File: src/tmg_pkg.sv
// Shared types and constants for the text-mode glyph row generator.
// No dependencies; every other file in src refers to this package by scoped names.
package tmg_pkg;

	// Request kinds carried in the input tuser bit.
	localparam logic REQ_WRITE  = 1'b0;
	localparam logic REQ_RENDER = 1'b1;

	// Double-byte code mapping: (high - 1) * 94 + (low - 1) + 256.
	localparam int unsigned CODES_PER_BANK   = 94;
	localparam int unsigned DOUBLE_BYTE_BASE = 256;

	// Field widths fixed by the beat layout.
	localparam int unsigned INDEX_W = 14;
	localparam int unsigned ROW_W   = 4;
	localparam int unsigned BITS_W  = 16;
	localparam int unsigned CELL_W  = 32;
	localparam int unsigned COLOR_W = 16;
	// Wide enough for any glyph number a code can produce and for 65536 glyphs.
	localparam int unsigned GLYPH_W = 16;

	// Input tdata layout, lowest bit first.
	localparam int unsigned IN_INDEX_LSB = 0;
	localparam int unsigned IN_ROW_LSB   = IN_INDEX_LSB + INDEX_W;
	localparam int unsigned IN_BITS_LSB  = IN_ROW_LSB + ROW_W;
	localparam int unsigned IN_CELL_LSB  = IN_BITS_LSB + BITS_W;
	localparam int unsigned IN_DATA_W    = 72;

	// Output tdata layout, lowest bit first.
	localparam int unsigned OUT_MASK_LSB  = 0;
	localparam int unsigned OUT_COLOR_LSB = OUT_MASK_LSB + BITS_W;
	localparam int unsigned OUT_ADDR_LSB  = OUT_COLOR_LSB + COLOR_W;
	localparam int unsigned OUT_DATA_W    = 48;

	// Decoded beat held in stage 1.
	typedef struct packed {
		logic               is_render;
		logic               wr_ok;
		logic               invalid;
		logic [GLYPH_W-1:0] glyph;
		logic [ROW_W-1:0]   row;
		logic [BITS_W-1:0]  font_bits;
		logic [COLOR_W-1:0] color;
	} dec_t;

	// Render beat side data held in stage 2 beside the font read data.
	typedef struct packed {
		logic               invalid;
		logic [INDEX_W-1:0] glyph_address;
		logic [COLOR_W-1:0] color;
	} rend_t;

endpackage

File: src/tmg_reorder.sv
// Stage 3: puts the glyph row into screen order and holds the output beat.
// Depends on tmg_pkg.
module tmg_reorder (
	input  logic                            clk,
	input  logic                            arst_n,
	input  logic                            v_s2,
	input  tmg_pkg::rend_t                  r_s2,
	input  logic [tmg_pkg::BITS_W-1:0]      rd_s2,
	output logic                            rdy_s3,
	output logic                            m_tvalid,
	input  logic                            m_tready,
	output logic [tmg_pkg::OUT_DATA_W-1:0]  m_tdata,
	output logic                            m_tuser
);

	logic                       take;
	logic [tmg_pkg::BITS_W-1:0] mask;

	assign rdy_s3 = !m_tvalid || m_tready;
	assign take   = v_s2 && rdy_s3;

	// Screen pixel k of each half takes bit (7 - k) of that byte.
	always_comb begin
		for (int k = 0; k < 8; k++) begin
			mask[k]     = rd_s2[7 - k];
			mask[8 + k] = rd_s2[15 - k];
		end
		if (r_s2.invalid) begin
			mask = '0;
		end
	end

	// Output valid bit.
	always_ff @(posedge clk or negedge arst_n) begin
		if (!arst_n) begin
			m_tvalid <= 1'b0;
		end else if (rdy_s3) begin
			m_tvalid <= take;
		end
	end

	// Output payload.
	always_ff @(posedge clk) begin
		if (take) begin
			m_tdata <= {2'b00, r_s2.glyph_address, r_s2.color, mask};
			m_tuser <= r_s2.invalid;
		end
	end

endmodule

File: config.mk
export PLATFORM = sky130hd
export DESIGN_NAME = tmg_reorder
export DESIGN_NICKNAME = d
export VERILOG_FILES = /design/src/tmg_pkg.sv /design/src/tmg_reorder.sv
export SDC_FILE = /design/constraint.sdc
export NUM_CORES = 1
export LEC_CHECK = 0
export ABC_AREA = 1
export ABC_CLOCK_PERIOD_IN_PS = 3100
export BUFFER_PORTS_ARGS = -buffer_cell sky130_fd_sc_hd__buf_4
export CORE_MARGIN = 2
export CORE_UTILIZATION = 37
export CTS_BUF_LIST = sky130_fd_sc_hd__clkbuf_16
export DETAILED_ROUTE_END_ITERATION = 10
export PLACE_DENSITY_LB_ADDON = 0.08
export SYNTH_ARGS = -nofsm -noshare
export SYNTH_HDL_FRONTEND = slang
export SYNTH_SLANG_ARGS = --single-unit
File: constraint.sdc
create_clock -name clk -period 3.1 [get_ports clk]
set_input_delay 0.465 -clock clk [delete_from_list [all_inputs] [get_ports clk]]
set_output_delay 0.465 -clock clk [all_outputs]
set_load 0.01 [all_outputs]
**After elaboration in Yosys (flattened, before gate mapping)**

Index checks and enable logic that the tools add are counted.

- Input bits: 51
- Flip-flop bits (word level): 48
- Output and inout port bits: 51

- Reductions and logical operators: 3

Operators with widths:

| kind | count |
|---|---|
| 1-bit logical AND | 1 |
| 1-bit logical NOT | 1 |
| 1-bit logical OR | 1 |

**Depth between registers and ports, before layout**

- Depth after elaboration: 3
- Gate-level depth with buffers: 3
- Depth with buffers taken out: 3

**Worst setup path after synthesis**

Ideal clock, no wire load.

- Kind: input -> register
- Start point: in v_s2
- End point: reg m_tdata[0] (netlist name) (enable)
- Data arrival time: 2.802 ns
- Stages: 2
- Slack: -0.169 ns
- Cells stage by stage: inv_1 a21oi_1

- Longest elaborated chain between the ends: 1

Ends and longest elaborated chain:

| element | line | source |
|---|---|---|
| start: declaration | tmg_reorder.sv:6 | `input logic v_s2,` |
| 1-bit logical AND | tmg_reorder.sv:20 | `assign take = v_s2 && rdy_s3;` |
| via take | tmg_reorder.sv:16 | `logic take;` |
| end signal: assignment | tmg_reorder.sv:45 | `m_tdata <= {2'b00, r_s2.glyph_address, r_s2.color, mask};` |
| end: declaration | tmg_reorder.sv:12 | `output logic [tmg_pkg::OUT_DATA_W-1:0] m_tdata,` |

The timed path passes the listed nets, and every way through them passes these cells.
A chain may end at the register's enable or synchronous reset.

**Worst setup path after layout**

- Start point: reg m_tvalid
- End point: reg m_tdata[38] (netlist name) (enable)

- Longest elaborated chain between the ends: 3

Ends and longest elaborated chain:

| element | line | source |
|---|---|---|
| start: declaration | tmg_reorder.sv:10 | `output logic m_tvalid,` |
| start signal: assignment | tmg_reorder.sv:38 | `m_tvalid <= take;` |
| 1-bit logical NOT | tmg_reorder.sv:19 | `assign rdy_s3 = !m_tvalid \|\| m_tready;` |
| 1-bit logical OR | tmg_reorder.sv:19 |  |
| 1-bit logical AND | tmg_reorder.sv:20 |  |
| via take | tmg_reorder.sv:16 |  |

The timed path passes the listed nets, and every way through them passes these cells.

==> impl_metrics.py <==
metrics = {
    "power_and_ir_drop": {
        "sw_frac_of_total": 0.194,
        "power.leakage_nw": 1.16,
        "power.density_nw_per_um2": 549,
        "p_int_mw": 1.13,
        "clkPwrFrac": 0.344,
        "power_switching_uw": 273,
        "seqPwrFrac": 0.546,
        "ir_worst_vdd_mv": 0.350,
        "combPwrFrac": 0.109,
        "report.power.total_mw": 1.41,
    },
    "place": {
        "dpl.hpwl_um": 2520,
        "gp_congestion": 0.722,
        "dpl_cell_area_sq_um": 2420,
        "port_buffers": 99,
    },
    "synth": {
        "syn_area_sq_um": 1630,
        "seq_area_frac_synth": 0.882,
        "ys_types": 11,
        "yosys_warnings": 0,
        "synth_cells": 90,
        "yosys.area.top_type_share": 0.866,
        "synth.avg_cell_area_sq_um": 18.1,
        "yosys.area.top_type": "edfxtp_1",
        "ys_seq_elements": 48,
        "netlist_top_cells_area": "edfxtp_1 (87%), inv_1 (4.1%), nor2_1 (3.0%)",
    },
    "floorplanning": {
        "rows": 24,
        "dieArea_sq_um": 4950,
        "fp.dieH_um": 70.4,
        "coreArea_sq_um": 4290,
        "fp.dieW_um": 70.4,
        "start_util": 0.379,
        "io_pins": 102,
    },
    "setup_path": {
        "critical_path_class": "register to register",
        "crit_start": "m_tvalid",
        "reg2reg_to": "m_tdata[38]",
        "r2r_slack_ns": 1.35,
        "crit_family": "compound AO/OA/AOI/OAI gates",
        "end_kind": "register",
        "worstPathArrival_ns": 1.70,
        "crit_buf_inv": 1,
        "worstSetupEndpoint": "m_tdata[38]",
        "r2r_start": "m_tvalid",
        "cp.depth": 2,
        "r2r_cells": 2,
        "cp_cell_sequence": "a21oi_4, buf_4",
        "cp.required_ns": 3.04,
        "start_kind": "register",
        "slowest_stage": "a21oi_4",
        "cp_slowest_stage_delay_ns": 0.55,
        "critPathMaxFanout": 28,
    },
    "sta": {
        "max_freq_mhz": 570,
        "setup_violations": 0,
        "tns_ns": 0,
        "worst_pin_slew_ns": 0.621,
        "fin_crit_ns": 1.75,
        "skew_ns": 0.00216,
        "fin_crit_sh": 0.565,
        "slew_headroom": 0.585,
        "hold_viol": 0,
        "report.final.slew_viol_count": 0,
        "rsz0062_at_grt": "no",
    },
    "final_layout": {
        "mostFrequentLayoutCells": "buf_4 (100), edfxtp_1 (47), inv_1 (19)",
        "final_area_sq_um": 2560,
        "drive_gt1_frac": 0.564,
        "final_common_cell": "buf_4",
        "diodes": 0,
        "nNetsFinal": 246,
        "fillCellCount": 362,
        "area_growth_pct": 57.3,
        "final_util": 0.597,
    },
    "detailed_routing": {
        "highest_layer": "met4",
        "finalWirelength_um": 3280,
        "ant_nets": 0,
        "remaining_drc_errors": 0,
        "via_count": 1029,
        "vias_per_cell": 4.17,
        "drt_first_pass_iters": 4,
        "wl_met2_um": 1760,
        "drtIter0Drc": 46,
        "wl_met1_um": 1150,
        "wl_met3_um": 348,
        "wl_per_cell_um": 13.3,
    },
    "min_path": {
        "worstHoldPathCells": 1,
        "hp-class": "input pin to register",
    },
    "global_route": {
        "grt_max_degree": 29,
        "antenna_found_initial": 0,
        "overflow": 0,
        "grt_pass1_vias": 1040,
        "grt_pass1_wl_um": 5020,
        "grt_usage": 0.137,
    },
    "clocking": {
        "htreeDepth": 2,
        "path_clk_slew_ns": 0.06,
        "cts_resized": 0,
        "clk_latency_ns": 0.27,
        "cts_tree": "yes",
        "clock-root-buffer": "clkbuf_16",
        "cts_buffer_depth": 2,
        "cts_sinks": 48,
        "numCtsBuffers": 5,
    },
    "flow_run": {
        "cap_viol_max_count": 0,
    },
    "outcome": {
        "status": "completed",
    },
}
[state kept, by name, indices dropped and copies added, names as in the netlist]
name,count
m_tuser,1
m_tvalid,1
m_tdata,46
[cell usage after synthesis]
| library cell | instances |
|---|---|
| conb_1 | 1 |
| edfxtp_1 | 47 |
| nor2_2 | 3 |
| dfrtp_1 | 1 |
| nor2_1 | 13 |
| nand2_1 | 2 |
| a21oi_1 | 1 |
| inv_1 | 18 |
| buf_8 | 1 |
| buf_6 | 1 |
| buf_4 | 2 |
[power by group through the flow]
| stage | clock [mW] | combinational, mW | sequential (mW) |
|---|---|---|---|
| 6_report | 0.484 | 0.154 | 0.768 |
| 5_1_grt | 0.526 | 0.167 | 0.771 |
| 4_1_cts | 0.500 | 0.157 | 0.769 |
| 3_5_place_dp | 0 | 0.156 | 0.782 |
| 3_3_place_gp | 0 | 0.151 | 0.780 |
| 2_1_floorplan | 0 | 0.0311 | 0.801 |
[logic make-up after synthesis]
family,after synthesis,synth area share
AO/OA/AOI/OAI,1,0.00307
buffers and inverters,22,0.0668
flip-flops,48,0.882
other,1,0.00230
AND/OR/NAND/NOR,18,0.0461
[per-layer routing]
metal  GRT usage  vias to the layer above
li1            -                      503
met4      0.0449                        0
met5           0                        -
met2       0.241                       58
met1       0.147                      466
met3      0.0606                        2
[layout make-up]
cell class              instances  area [sq um]  share of cell area
flip-flops and latches         48          1440               0.561
repair buffers                101           761               0.297
clock buffers                   5           125              0.0488
multi-input cells              21          98.8              0.0386
inverters                      18          67.6              0.0264
well taps                      52          65.1              0.0254
clock inverters                 2          8.76             0.00342
[worst min-delay path by stage]
stage | endpoint | slack [ns] | startpoint
5_1_grt | m_tdata[38] | 0.35 | r_s2[22]
3_5_place_dp | m_tvalid | 0.24 | arst_n
2_1_floorplan | m_tvalid | 0.17 | arst_n
6_report | m_tdata[40] | 0.36 | r_s2[24]
4_1_cts | m_tdata[23] | 0.36 | r_s2[7]
3_3_place_gp | m_tvalid | 0.24 | arst_n
[metrics by stage]
step	instances	hold slack [ns]	worst slack, ns
after floorplan	91	0.169	0.783
after global placement	239	0.241	1.22
after detailed placement	239	0.242	1.14
after CTS	247	0.356	1.30
after global routing	247	0.350	1.21
final	247	0.364	1.35
[timing repair]
item,in CTS,in global routing
setup buffers,0,0
endpoints found under the setup margin,0,0
endpoints found under the hold margin,1,0
hold buffers,1,0
No activity file was read; power rests on OpenSTA's default activity.
