[src/tmg_pkg.sv]
// Shared types and constants for the text-mode glyph row generator.
// No dependencies; every other file in src refers to this package by scoped names.
package tmg_pkg;

	// Request kinds carried in the input tuser bit.
	localparam logic REQ_WRITE  = 1'b0;
	localparam logic REQ_RENDER = 1'b1;

	// Double-byte code mapping: (high - 1) * 94 + (low - 1) + 256.
	localparam int unsigned CODES_PER_BANK   = 94;
	localparam int unsigned DOUBLE_BYTE_BASE = 256;

	// Field widths fixed by the beat layout.
	localparam int unsigned INDEX_W = 14;
	localparam int unsigned ROW_W   = 4;
	localparam int unsigned BITS_W  = 16;
	localparam int unsigned CELL_W  = 32;
	localparam int unsigned COLOR_W = 16;
	// Wide enough for any glyph number a code can produce and for 65536 glyphs.
	localparam int unsigned GLYPH_W = 16;

	// Input tdata layout, lowest bit first.
	localparam int unsigned IN_INDEX_LSB = 0;
	localparam int unsigned IN_ROW_LSB   = IN_INDEX_LSB + INDEX_W;
	localparam int unsigned IN_BITS_LSB  = IN_ROW_LSB + ROW_W;
	localparam int unsigned IN_CELL_LSB  = IN_BITS_LSB + BITS_W;
	localparam int unsigned IN_DATA_W    = 72;

	// Output tdata layout, lowest bit first.
	localparam int unsigned OUT_MASK_LSB  = 0;
	localparam int unsigned OUT_COLOR_LSB = OUT_MASK_LSB + BITS_W;
	localparam int unsigned OUT_ADDR_LSB  = OUT_COLOR_LSB + COLOR_W;
	localparam int unsigned OUT_DATA_W    = 48;

	// Decoded beat held in stage 1.
	typedef struct packed {
		logic               is_render;
		logic               wr_ok;
		logic               invalid;
		logic [GLYPH_W-1:0] glyph;
		logic [ROW_W-1:0]   row;
		logic [BITS_W-1:0]  font_bits;
		logic [COLOR_W-1:0] color;
	} dec_t;

	// Render beat side data held in stage 2 beside the font read data.
	typedef struct packed {
		logic               invalid;
		logic [INDEX_W-1:0] glyph_address;
		logic [COLOR_W-1:0] color;
	} rend_t;

endpackage

[src/tmg_decode.sv]
// Stage 1: unpacks the input beat and maps the cell's code bytes to a glyph number.
// Depends on tmg_pkg.
module tmg_decode #(
	parameter int unsigned GLYPH_COUNT = 16384
) (
	input  logic                             clk,
	input  logic                             arst_n,
	input  logic                             s_tvalid,
	output logic                             s_tready,
	input  logic [tmg_pkg::IN_DATA_W-1:0]    s_tdata,
	input  logic                             s_tuser,
	output logic                             v_s1,
	output tmg_pkg::dec_t                    d_s1,
	input  logic                             rdy_s2
);

	logic                          take;
	logic [tmg_pkg::INDEX_W-1:0]   index;
	logic [tmg_pkg::ROW_W-1:0]     row;
	logic [tmg_pkg::BITS_W-1:0]    bits;
	logic [tmg_pkg::CELL_W-1:0]    cell_word;
	logic [7:0]                    code_hi;
	logic [7:0]                    code_lo;
	logic [tmg_pkg::GLYPH_W-1:0]   dbl_glyph;
	logic [tmg_pkg::GLYPH_W-1:0]   glyph;
	logic                          bad_code;
	logic                          beyond;
	tmg_pkg::dec_t                 dec;

	assign s_tready = !v_s1 || rdy_s2;
	assign take     = s_tvalid && s_tready;

	// Field unpacking.
	assign index     = s_tdata[tmg_pkg::IN_INDEX_LSB +: tmg_pkg::INDEX_W];
	assign row       = s_tdata[tmg_pkg::IN_ROW_LSB +: tmg_pkg::ROW_W];
	assign bits      = s_tdata[tmg_pkg::IN_BITS_LSB +: tmg_pkg::BITS_W];
	assign cell_word = s_tdata[tmg_pkg::IN_CELL_LSB +: tmg_pkg::CELL_W];
	assign code_hi   = cell_word[15:8];
	assign code_lo   = cell_word[7:0];

	// Double-byte glyph number; only used when both code bytes are nonzero.
	assign dbl_glyph = tmg_pkg::GLYPH_W'({8'd0, code_hi - 8'd1}
	                   * tmg_pkg::GLYPH_W'(tmg_pkg::CODES_PER_BANK))
	                 + tmg_pkg::GLYPH_W'({8'd0, code_lo - 8'd1})
	                 + tmg_pkg::GLYPH_W'(tmg_pkg::DOUBLE_BYTE_BASE);

	// Code classification and range check against the store size.
	always_comb begin
		bad_code = 1'b0;
		if (code_hi == 8'd0) begin
			glyph = tmg_pkg::GLYPH_W'(code_lo);
		end else if (code_lo == 8'd0) begin
			glyph    = '0;
			bad_code = 1'b1;
		end else begin
			glyph = dbl_glyph;
		end
		beyond = ({1'b0, glyph} >= 17'(GLYPH_COUNT));
	end

	// Decoded beat, common to writes and renders.
	always_comb begin
		dec.is_render = (s_tuser == tmg_pkg::REQ_RENDER);
		dec.wr_ok     = (17'(index) < 17'(GLYPH_COUNT));
		dec.row       = row;
		dec.font_bits = bits;
		dec.color     = cell_word[31:16];
		if (s_tuser == tmg_pkg::REQ_RENDER) begin
			dec.invalid = bad_code || beyond;
			dec.glyph   = (bad_code || beyond) ? '0 : glyph;
		end else begin
			dec.invalid = 1'b0;
			dec.glyph   = tmg_pkg::GLYPH_W'(index);
		end
	end

	// Stage 1 valid bit.
	always_ff @(posedge clk or negedge arst_n) begin
		if (!arst_n) begin
			v_s1 <= 1'b0;
		end else if (s_tready) begin
			v_s1 <= take;
		end
	end

	// Stage 1 payload.
	always_ff @(posedge clk) begin
		if (take) begin
			d_s1 <= dec;
		end
	end

endmodule

[config.mk]
export PLATFORM = sky130hd
export DESIGN_NAME = tmg_decode
export DESIGN_NICKNAME = d
export VERILOG_FILES = /design/src/tmg_pkg.sv /design/src/tmg_decode.sv
export SDC_FILE = /design/constraint.sdc
export NUM_CORES = 1
export LEC_CHECK = 0
export BUFFER_PORTS_ARGS = -buffer_cell sky130_fd_sc_hd__buf_4
export CAP_MARGIN = 20
export CORE_MARGIN = 4
export CORE_UTILIZATION = 30
export DETAILED_ROUTE_END_ITERATION = 10
export PLACE_DENSITY = 0.5
export SYNTH_ARGS = -nofsm -noshare
export SYNTH_HDL_FRONTEND = slang
export SYNTH_SLANG_ARGS = --single-unit
[constraint.sdc]
create_clock -name clk -period 2.65 [get_ports clk]
set_input_delay 0.1325 -clock clk [delete_from_list [all_inputs] [get_ports clk]]
set_output_delay 0.1325 -clock clk [all_outputs]
set_load 0.01 [all_outputs]
# After elaboration in Yosys (flattened, before gate mapping)
# Index checks and enable logic that the tools add are counted.
[totals]
ff_bits = 55
in_bits = 77
output_inout_bits = 57
[classes]
bitwise_logic = 1
n_lt_le_gt_ge = 1
addsub = 4
n_mux = 6
reduce_logical = 7
mul = 1
[ops]
columns = ["op", "count"]
rows = [
  ["$mux W16", 2],
  ["$mux W14", 2],
  ["$add A15 B8 Y16", 1],
  ["$add A16 B9 Y16 const B", 1],
  ["$ge A16 B15 Y1 const B", 1],
  ["$logic_not A8 Y1", 2],
  ["$sub A8 B1 Y8 const B", 2],
  ["$mul A8 B6 Y14 const B", 1],
  ["$logic_or A1 B1 Y1", 2],
  ["$mux W1", 2],
  ["$reduce_or A2 Y1", 1],
  ["$logic_and A1 B1 Y1", 1],
  ["$logic_not A1 Y1", 1],
  ["$not A1 Y1", 1],
]

# Depth between registers and ports, before layout
# Gate-level depths: netlist of the first run.
[logic_depth]
word_depth = 10
ltp_mapped = 25
mapped_depth_nobuf = 22

# Worst setup path before layout of the first run
# OpenSTA, ideal clock, no wires.
[synth_timing]
path_kind = "in2reg"
start = "input s_tdata[44] (netlist name)"
end = "register d_s1[39] (netlist name) (data pin)"
required_time_ns = 2.389
stages = 20
path_slack_ns = -2.785
n_path_buf = 2
setup_time_ns = 0.261
t_arrival_ns = 5.174
cell_sequence = "clkbuf_1 > inv_1 > ha_1 > a21boi_0 > nand2_1 > xnor2_1 > fa_1 > fa_1 > inv_1 > fa_1 > inv_1 > ha_1 > a211o_1 > o22ai_2 > xor2_1 > and4bb_4 > and4_2 > a31o_2 > buf_6 > a221o_1"
[synth_lines]
columns = ["element", "line", "source"]
rows = [
  ["from (decl)", "tmg_decode.sv:10", "input logic [tmg_pkg::IN_DATA_W-1:0] s_tdata,"],
  ["to (signal assigned)", "tmg_decode.sv:89", "d_s1 <= dec;"],
  ["to (decl)", "tmg_decode.sv:13", "output tmg_pkg::dec_t d_s1,"],
]

==> out/results.tsv, run 1 <==
metric	value	unit
rsz0062_at_grt	true	
holdPathEnd	d_s1[4]$_DFFE_PP_	
reg2reg_depth	3	
powerDensity	1030	mW/mm2
outcome	finished with violations	
cts_made_buffers	5	
violations	setup timing	
cts_tree	built	
place_ws	-2.51	ns
io_pins	134	
pwr-share-seq	17.8	%
final_cells	722	
setup_slack	-1.92	ns
end_kind	register	
worstHoldStart	s_tdata[54]	
p_int	0.00400	W
path_cells	buf_4 > inv_2 > ha_4 > nor3b_4 > buf_4 > xor2_2 > buf_4 > ha_4 > xnor2_4 > fa_2 > fa_1 > inv_2 > ha_4 > and4_4 > or4_4 > o311ai_4 > and4bb_4 > a311oi_4 > a31o_4 > a221o_2	
power.switching	0.00246	W
synth_top_cell_area_share	42.2	%
clk_latency	0.29	ns
p_comb_share	72.4	%
netlist_instances	332	
cp_top_family	adder cells	
drive_above_1_share	52.5	%
core_region_area	0.0126	mm2
arrival	4.60	ns
die-area	0.0147	mm2
clock_skew	0.00444	ns
grt_pass1_vias	3284	
clock-sinks	55	
synth_seq_cells	55	
via_count	3250	
pwr-share-clk	9.7	%
grt_start_max_net_pins	34	
drv_slew	0	
ir_drop	0.454	mV
synth_cell_type_count	54	
placed_cells_incl_taps	701	
yosysWarningCount	0	
cp.required	2.69	ns
finalSetupViolations	15	
hpwl	8.55	mm
grt_usage	13.4	%
synthFlopType	edfxtp_1	
routed_wirelength	10.3	mm
nFillCells	1151	
r2r_setup_slack	1.06	ns
clockRootBuffer	clkbuf_16	
dr.pass1.iters	4	
startpoint_type	input port	
finalCritPeriodShare	172	%
syn_to_final_growth	63.2	%
drt-initial-drc-count	130	
diodes	0	
cpPeakStageDelay	0.53	ns
critical_path.slowest_cell	fa_1	
path_class	input port to register	
drc_errors	0	
worst_slew_pin_slew	0.549	ns
fin_area	0.00628	mm2
gp_congestion	0.789	
clk_pin_slew_worst_paths	0.07	ns
crit_fanout	6	
nNetsFinal	680	
start_util	30.6	%
clock_path_buffers	2	
synth_area_leaders	edfxtp_1 (42%), ha_1 (13%), fa_1 (7.8%), xnor2_1 (4.3%), inv_1 (4.2%)	
leakage	2.85	nW
grt_first_pass_wirelength	15.8	mm
syn-cell-area	0.00385	mm2
syn_avg_cell_area	11.6	um2
max-slew-margin-rel	63.4	%
viasPerCell	4.50	
min_path_type	input port to register	
post-route-min-period	4.57	ns
h-tree-depth	2	
die_x	121	um
p_sw_share	38.1	%
synth_edf_count	54	
cp_num_buf_inv	5	
placed_cell_area	0.00579	mm2
portBuffers	126	
wl_per_cell	14.2	um
cap_violations	0	
dieHeight	121	um
antenna_found_initial	0	
yosys.area.top_type	edfxtp_1	
postSynth.asyncResetShare	1.82	%
rr_endpoint	d_s1[21]$_DFFE_PP_	
multi_input_area	0.00246	mm2
holdPathStages	1	
finalHoldViolCount	0	
hold_ws	0.0177	ns
seqCellArea	0.00165	mm2
ant_nets	0	
grt-ovfl-total	0	
ys_seq_area_share	42.8	%
rows	41	
rr_startpoint	v_s1$_DFFE_PN0N_	
fmax	219	MHz
==> power by group through the flow <==
| stage | clock [W] | sequential, W | combinational (W) |
|---|---|---|---|
| 2_1_floorplan | 0 | 0.00123 | 0.00247 |
| 3_3_place_gp | 0 | 0.00117 | 0.00396 |
| 3_5_place_dp | 0 | 0.00117 | 0.00400 |
| 4_1_cts | 0.000655 | 0.00115 | 0.00446 |
| 5_1_grt | 0.000689 | 0.00116 | 0.00518 |
| 6_report | 0.000630 | 0.00115 | 0.00468 |
==> per-stage QoR <==
step / setup TNS [ns] / util (%) / total power (W)
after global placement: -35.80 / 46.0 / 0.00513
after detailed placement: -36.63 / 46.0 / 0.00517
after floorplan: -32.52 / - / 0.00370
after global routing: -30.70 / 49.9 / 0.00703
after CTS: -27.94 / 48.9 / 0.00627
final: -27.55 / 49.9 / 0.00646
==> registers in the layout, summed over array words and instances (netlist names) <==
signal  flops
v_s1        1
d_s1       54
==> cell type report <==
class / count / share of cell area, %
flip-flops and latches: 55 / 26.2
inverters: 44 / 2.91
well taps: 172 / 3.43
clock inverters: 3 / 0.319
clock buffers: 5 / 1.99
multi-input cells: 231 / 39.2
repair buffers: 212 / 26.0
==> synthesized netlist by cell type (all sizes together), types with 3 or more instances <==
cell,count
a211o,3
a211oi,6
a21o,4
a21oi,10
a221o,8
a22o,4
and2,3
and2b,5
edfxtp,54
fa,15
ha,39
inv,43
nand2,17
nand2b,4
nand3,3
nor2,17
nor2b,5
nor3,5
nor3b,4
nor4,3
o211ai,3
o21ai,10
xnor2,19
xor2,14
==> layer usage <==
| metal | wire (um) | vias up | track usage [%] |
|---|---|---|---|
| li1 | - | 1628 | - |
| met1 | 4190 | 1505 | 16.0 |
| met2 | 5110 | 111 | 24.8 |
| met3 | 879 | 6 | 3.22 |
| met4 | 81 | 0 | 2.38 |
| met5 | 0 | - | 0 |
==> worst max-delay path by stage <==
| stage | start | endpoint | slack (ns) | cells past startpoint |
|---|---|---|---|---|
| final | s_tdata[42] | d_s1[37]$_DFFE_PP_ | -1.92 | 20 |
| after global routing | s_tdata[43] | d_s1[38]$_DFFE_PP_ | -2.11 | 20 |
| after CTS | s_tdata[43] | d_s1[37]$_DFFE_PP_ | -1.97 | 20 |
| after detailed placement | s_tdata[43] | d_s1[37]$_DFFE_PP_ | -2.51 | 20 |
| after global placement | s_tdata[43] | d_s1[37]$_DFFE_PP_ | -2.45 | 21 |
| after floorplan | s_tdata[44] | d_s1[39]$_DFFE_PP_ | -2.24 | 20 |
==> cells by family (layout without fill, tap and decap cells) <==
family                   after synthesis  count (layout)  synth area share, %
AND/OR/NAND/NOR                       77              77                 11.2
AO/OA/AOI/OAI                         63              64                 12.8
flip-flops                            55              55                 42.8
adder cells (fa/ha/maj)               54              54                 20.5
buffers and inverters                 48             264                 4.98
XOR/XNOR                              33              33                 7.51
other                                  2               3                0.195
==> worst reg2reg max path: stages, from the launching register on <==
cell      delay, ns
dfrtp_1        0.37
nand2b_1       0.10
and2_2         0.51
buf_12         0.29
==> cells in the final DEF, fill, tap and decap left out, drive strengths merged, types with 4 or more instances in the layout <==
master	synthesis	final
o21ai	10	10
buf	2	211
xor2	14	14
ha	39	39
and2b	5	5
nor2b	5	5
nand2b	4	4
nor3b	4	4
fa	15	15
clkinv	1	4
edfxtp	54	54
nor2	17	17
a221o	8	8
clkbuf	2	5
a22o	4	4
a21oi	10	10
inv	43	42
a21o	4	4
nand2	17	17
a211oi	6	6
xnor2	19	19
nor3	5	5
==> what timing repair did <==
action | CTS | global route
hold buffers | 1 | 0
cloned | 1 | 0
endpoints found under the hold margin | 1 | 0
endpoints found under the setup margin | 15 | 15
resized for setup | 33 | 17
pin swaps | 44 | 24
setup buffers | 7 | 4
No activity file was read; power rests on OpenSTA's default activity.
==> run 2, diff against run 1 <==
- CELL_PAD_IN_SITES_DETAIL_PLACEMENT: default -> 0
- CELL_PAD_IN_SITES_GLOBAL_PLACEMENT: default -> 1
- PLACE_DENSITY: 0.5 -> 0.62
==> run 2 against run 1 <==
Effect of this change:
- the run still ends with setup timing left
- combinational power is essentially flat
- sequential share of layout area shrank 0.083 points
- sequential power is essentially flat
- hold slack lost 0.0018 ns
- global-route usage grew 0.66 points
- register-to-register slack gained 0.05 ns
- via count grew 0.15%
- routed wire length grew 0.50%
- clock power shrank 1%
- utilization grew 0.16 points
==> out/results.tsv, run 2 (synthesized netlist as in run 1, its figures left out) <==
metric	value	unit
outcome	finished with violations	
violations	setup timing	
reg2reg_depth	3	
gp_congestion	0.778	
holdPathEnd	d_s1[13]$_DFFE_PP_	
startpoint_type	input port	
die_x	121	um
pwr-share-clk	9.7	%
nFillCells	1151	
clk_latency	0.29	ns
diodes	0	
path_cells	buf_12 > clkinv_8 > ha_4 > a21boi_4 > buf_6 > nand2_8 > xnor2_4 > fa_1 > fa_1 > inv_2 > fa_2 > inv_2 > ha_4 > and4_4 > or4_4 > o311ai_4 > and4bb_4 > a311oi_4 > a31o_4 > a221o_2	
multi_input_area	0.00247	mm2
path_class	input port to register	
cts_tree	built	
core_region_area	0.0126	mm2
clock_skew	0.00254	ns
grt_start_max_net_pins	23	
arrival	4.74	ns
layout_common_cells	buf_4 (203), edfxtp_1 (54), inv_1 (33)	
drv_slew	0	
critical_path.slowest_cell	fa_2	
pwr-share-seq	18.0	%
clock_path_buffers	2	
drt-initial-drc-count	108	
grt_busiest_layer	met2	
cp_num_buf_inv	5	
min_path_type	input port to register	
syn_to_final_growth	63.7	%
placed_cell_area	0.00577	mm2
hold_ws	0.0160	ns
r2r_setup_slack	1.11	ns
grt_use_met2	26.0	%
setup_slack	-2.06	ns
finalHoldViolCount	0	
wl_per_cell	14.3	um
rr_startpoint	v_s1$_DFFE_PN0N_	
p_int	0.00400	W
cpPeakStageDelay	0.53	ns
cp.required	2.68	ns
reg_top3	d_s1 x54, v_s1 x1	
p_comb_share	72.4	%
layout_commonest_cell	buf_4	
seqCellArea	0.00165	mm2
dieHeight	121	um
clock-sinks	55	
rows	41	
crit_fanout	6	
antenna_found_initial	0	
clk_pin_slew_worst_paths	0.07	ns
place_ws	-2.51	ns
finish.utilization	50.1	%
rr_endpoint	d_s1[24]$_DFFE_PP_	
dr.pass1.iters	4	
use_met1	15.7	%
hpwl	8.73	mm
leakage	2.83	nW
finalSetupViolations	15	
ant_nets	0	
cp_top_family	adder cells	
worstHoldStart	s_tdata[63]	
power.switching	0.00242	W
powerDensity	1020	mW/mm2
cts_made_buffers	5	
start_util	30.6	%
io_pins	134	
viasPerCell	4.51	
met3_usage	3.73	%
grt_usage	14.1	%
die-area	0.0147	mm2
post-route-min-period	4.71	ns
ir_drop	0.443	mV
routed_wirelength	10.3	mm
via_count	3255	
holdPathStages	1	
finalCritPeriodShare	178	%
largest_register_ffs	54	
grt_pass1_vias	3416	
grt-ovfl-total	0	
top_register	d_s1	
end_kind	register	
nNetsFinal	680	
cap_violations	0	
grt_first_pass_wirelength	16.5	mm
rsz0062_at_grt	true	
portBuffers	126	
p_sw_share	37.7	%
clockRootBuffer	clkbuf_16	
drive_above_1_share	53.3	%
fin_area	0.00630	mm2
crit_start	s_tdata[43]	
fmax	212	MHz
drc_errors	0	
h-tree-depth	2	
[run 2: cell count changes in the layout (fill, tap and decap cells not counted), sizes merged]
cell    change
clkinv      -1
clkbuf      +1
[run 2: power by group through the flow]
| stage | clock network, W | registers, W | logic (W) |
|---|---|---|---|
| 4_1_cts | 0.000650 | 0.00116 | 0.00444 |
| 3_3_place_gp | 0 | 0.00117 | 0.00397 |
| 6_report | 0.000622 | 0.00115 | 0.00465 |
| 2_1_floorplan | 0 | 0.00123 | 0.00247 |
| 3_5_place_dp | 0 | 0.00118 | 0.00401 |
| 5_1_grt | 0.000681 | 0.00116 | 0.00516 |
[run 2: worst max path at each step]
stage	endpoint	slack (ns)	cells past startpoint
floorplan	d_s1[39]$_DFFE_PP_	-2.24	20
detailed placement	d_s1[37]$_DFFE_PP_	-2.51	19
CTS	d_s1[37]$_DFFE_PP_	-2.10	20
finish	d_s1[37]$_DFFE_PP_	-2.06	20
global route	d_s1[37]$_DFFE_PP_	-2.17	20
global placement	d_s1[37]$_DFFE_PP_	-2.43	20
[run 2: worst reg2reg max path: stages (launching register included)]
cell	delay, ns
dfrtp_1	0.38
nand2b_1	0.10
and2_2	0.38
buf_4	0.36
[run 2: metal layers]
| layer | vias to the layer above | part of all wire, % |
|---|---|---|
| li1 | 1617 | - |
| met1 | 1510 | 39 |
| met2 | 115 | 50 |
| met3 | 13 | 8.8 |
| met4 | 0 | 1.7 |
| met5 | - | 0 |
[run 2: per-stage QoR]
step           instances  setup TNS, ns  power, W
3_5_place_dp         700         -36.01   0.00519
6_report             722         -28.73   0.00642
2_1_floorplan        333         -32.52   0.00370
4_1_cts              714         -29.49   0.00625
3_3_place_gp         700         -35.21   0.00514
5_1_grt              722         -30.79   0.00701
[run 2: timing repair]
item / in CTS / in global routing
endpoints found under the setup margin: 15 / 15
gates resized for setup: 35 / 22
pin swaps: 37 / 39
cloned: 1 / 0
buffers inserted: 4 / 9
hold buffers: 1 / 0
endpoints found under the hold margin: 1 / 0
[run 2: cell type report]
cell class	count	share of cell area (%)
clock inverters	2	0.199
multi-input cells	231	39.3
repair buffers	212	25.9
flip-flops and latches	55	26.2
well taps	172	3.42
clock buffers	6	2.05
inverters	44	2.94
==> run 3, diff against run 2 <==
- RECOVER_POWER: default -> 25
==> run 3 against run 2 <==
Effect of this change:
- the run still ends with setup timing left
- maximum frequency barely moved
- routed wire length shrank 0.50%
- clock skew hardly changed
==> out/results.tsv, run 3 (synthesized netlist as in run 1, its figures left out) <==
metric	value	unit
outcome	finished with violations	
path_cells	buf_12 > clkinv_8 > ha_4 > a21boi_4 > buf_6 > nand2_8 > xnor2_4 > fa_1 > fa_1 > inv_2 > fa_2 > inv_2 > ha_4 > and4_4 > or4_4 > o311ai_4 > and4bb_4 > a311oi_4 > a31o_4 > a221o_2	
rsz0062_at_grt	true	
grt-ovfl-total	0	
grt_pass1_vias	3416	
die_x	121	um
pwr-share-seq	18.0	%
ant_nets	0	
diodes	0	
grt_usage	14.1	%
rows	41	
reg_top3	d_s1 x54, v_s1 x1	
h-tree-depth	2	
drv_slew	0	
p_int	0.00400	W
clockRootBuffer	clkbuf_16	
cp_num_buf_inv	5	
finalHoldViolCount	0	
finalCritPeriodShare	178	%
finalSetupTns	-28.73	ns
portBuffers	126	
leakage	2.82	nW
drc_errors	0	
p_sw_share	37.7	%
syn_to_final_growth	63.6	%
dieHeight	121	um
top_register	d_s1	
startpoint_type	input port	
largest_register_ffs	54	
finalSetupViolations	15	
dr.pass1.iters	4	
gp_congestion	0.778	
p_comb_share	72.3	%
clk_pin_slew_worst_paths	0.07	ns
clock_path_buffers	2	
start_util	30.6	%
clock-sinks	55	
arrival	4.74	ns
cp.required	2.68	ns
drt-initial-drc-count	100	
nNetsFinal	680	
hpwl	8.73	mm
layout_common_cells	buf_4 (166), edfxtp_1 (54), clkbuf_4 (36)	
wl_per_cell	14.2	um
cap_violations	0	
ir_drop	0.441	mV
violations	setup timing	
drive_above_1_share	53.1	%
io_pins	134	
finish.utilization	50.1	%
cp_top_family	adder cells	
end_kind	register	
path_class	input port to register	
critical_path.slowest_cell	fa_2	
antenna_found_initial	0	
fmax	212	MHz
powerDensity	1020	mW/mm2
total_power	0.00642	W
clk_latency	0.29	ns
clock_skew	0.00247	ns
viasPerCell	4.53	
core_region_area	0.0126	mm2
cts_tree	built	
routed_wirelength	10.3	mm
layout_commonest_cell	buf_4	
post-route-min-period	4.71	ns
place_ws	-2.51	ns
grt_first_pass_wirelength	16.5	mm
cts_made_buffers	5	
crit_fanout	6	
cpPeakStageDelay	0.53	ns
setup_slack	-2.06	ns
hold_ws	0.0385	ns
min_path_type	input port to register	
grt_start_max_net_pins	23	
power.switching	0.00242	W
via_count	3268	
pwr-share-clk	9.7	%
die-area	0.0147	mm2
==> run 3: metrics by stage <==
stage | area, um2 | instances
floorplan | 4110 | 333
global placement | 5770 | 700
detailed placement | 5770 | 700
CTS | 6110 | 714
global route | 6290 | 722
finish | 6290 | 722
==> run 3: worst paths after layout <==
| path | startpoint | endpoint | slack (ns) | cells past startpoint |
|---|---|---|---|---|
| min in group asynchronous | arst_n | v_s1$_DFFE_PN0N_ | 0.19 | 2 |
| hold reg to reg | v_s1$_DFFE_PN0N_ | v_s1$_DFFE_PN0N_ | 0.54 | 2 |
| max in group asynchronous | arst_n | v_s1$_DFFE_PN0N_ | 2.38 | 2 |
| hold / removal | s_tdata[63] | d_s1[13]$_DFFE_PP_ | 0.04 | 1 |
| setup reg to reg | v_s1$_DFFE_PN0N_ | d_s1[24]$_DFFE_PP_ | 1.11 | 3 |
| setup / recovery | s_tdata[43] | d_s1[37]$_DFFE_PP_ | -2.06 | 20 |
==> run 3: final cells by class <==
type / count / area [um2]
Clock buffer: 6 / 129
Clock inverter: 2 / 12.5
Fill cell: 1151 / 6280
Inverter: 44 / 185
Multi-Input combinational cell: 231 / 2470
Sequential cell: 55 / 1650
Tap cell: 172 / 215
Timing Repair Buffer: 212 / 1630
==> run 3: layer usage <==
layer	global-route usage (%)	part of all wire [%]	wire (um)
met1	15.7	39	4030
met2	26.0	50	5140
met3	3.73	8.9	915
met4	4.48	1.7	179
met5	0	0	0
==> run 3: power by group through the flow <==
stage               Sequential, W  Clock, W  Combinational (W)
global placement          0.00117         0            0.00397
floorplan                 0.00123         0            0.00247
global route              0.00116  0.000681            0.00516
CTS                       0.00116  0.000650            0.00444
finish                    0.00115  0.000622            0.00464
detailed placement        0.00118         0            0.00401
==> run 3: what timing repair did <==
| item | in CTS | in global routing |
|---|---|---|
| resized for setup | 35 | 22 |
| endpoints found under the hold margin | 1 | 0 |
| endpoints found under the setup margin | 15 | 15 |
| gates cloned | 1 | 0 |
| pin swaps | 37 | 39 |
| hold buffers | 1 | 0 |
| buffers inserted | 4 | 9 |
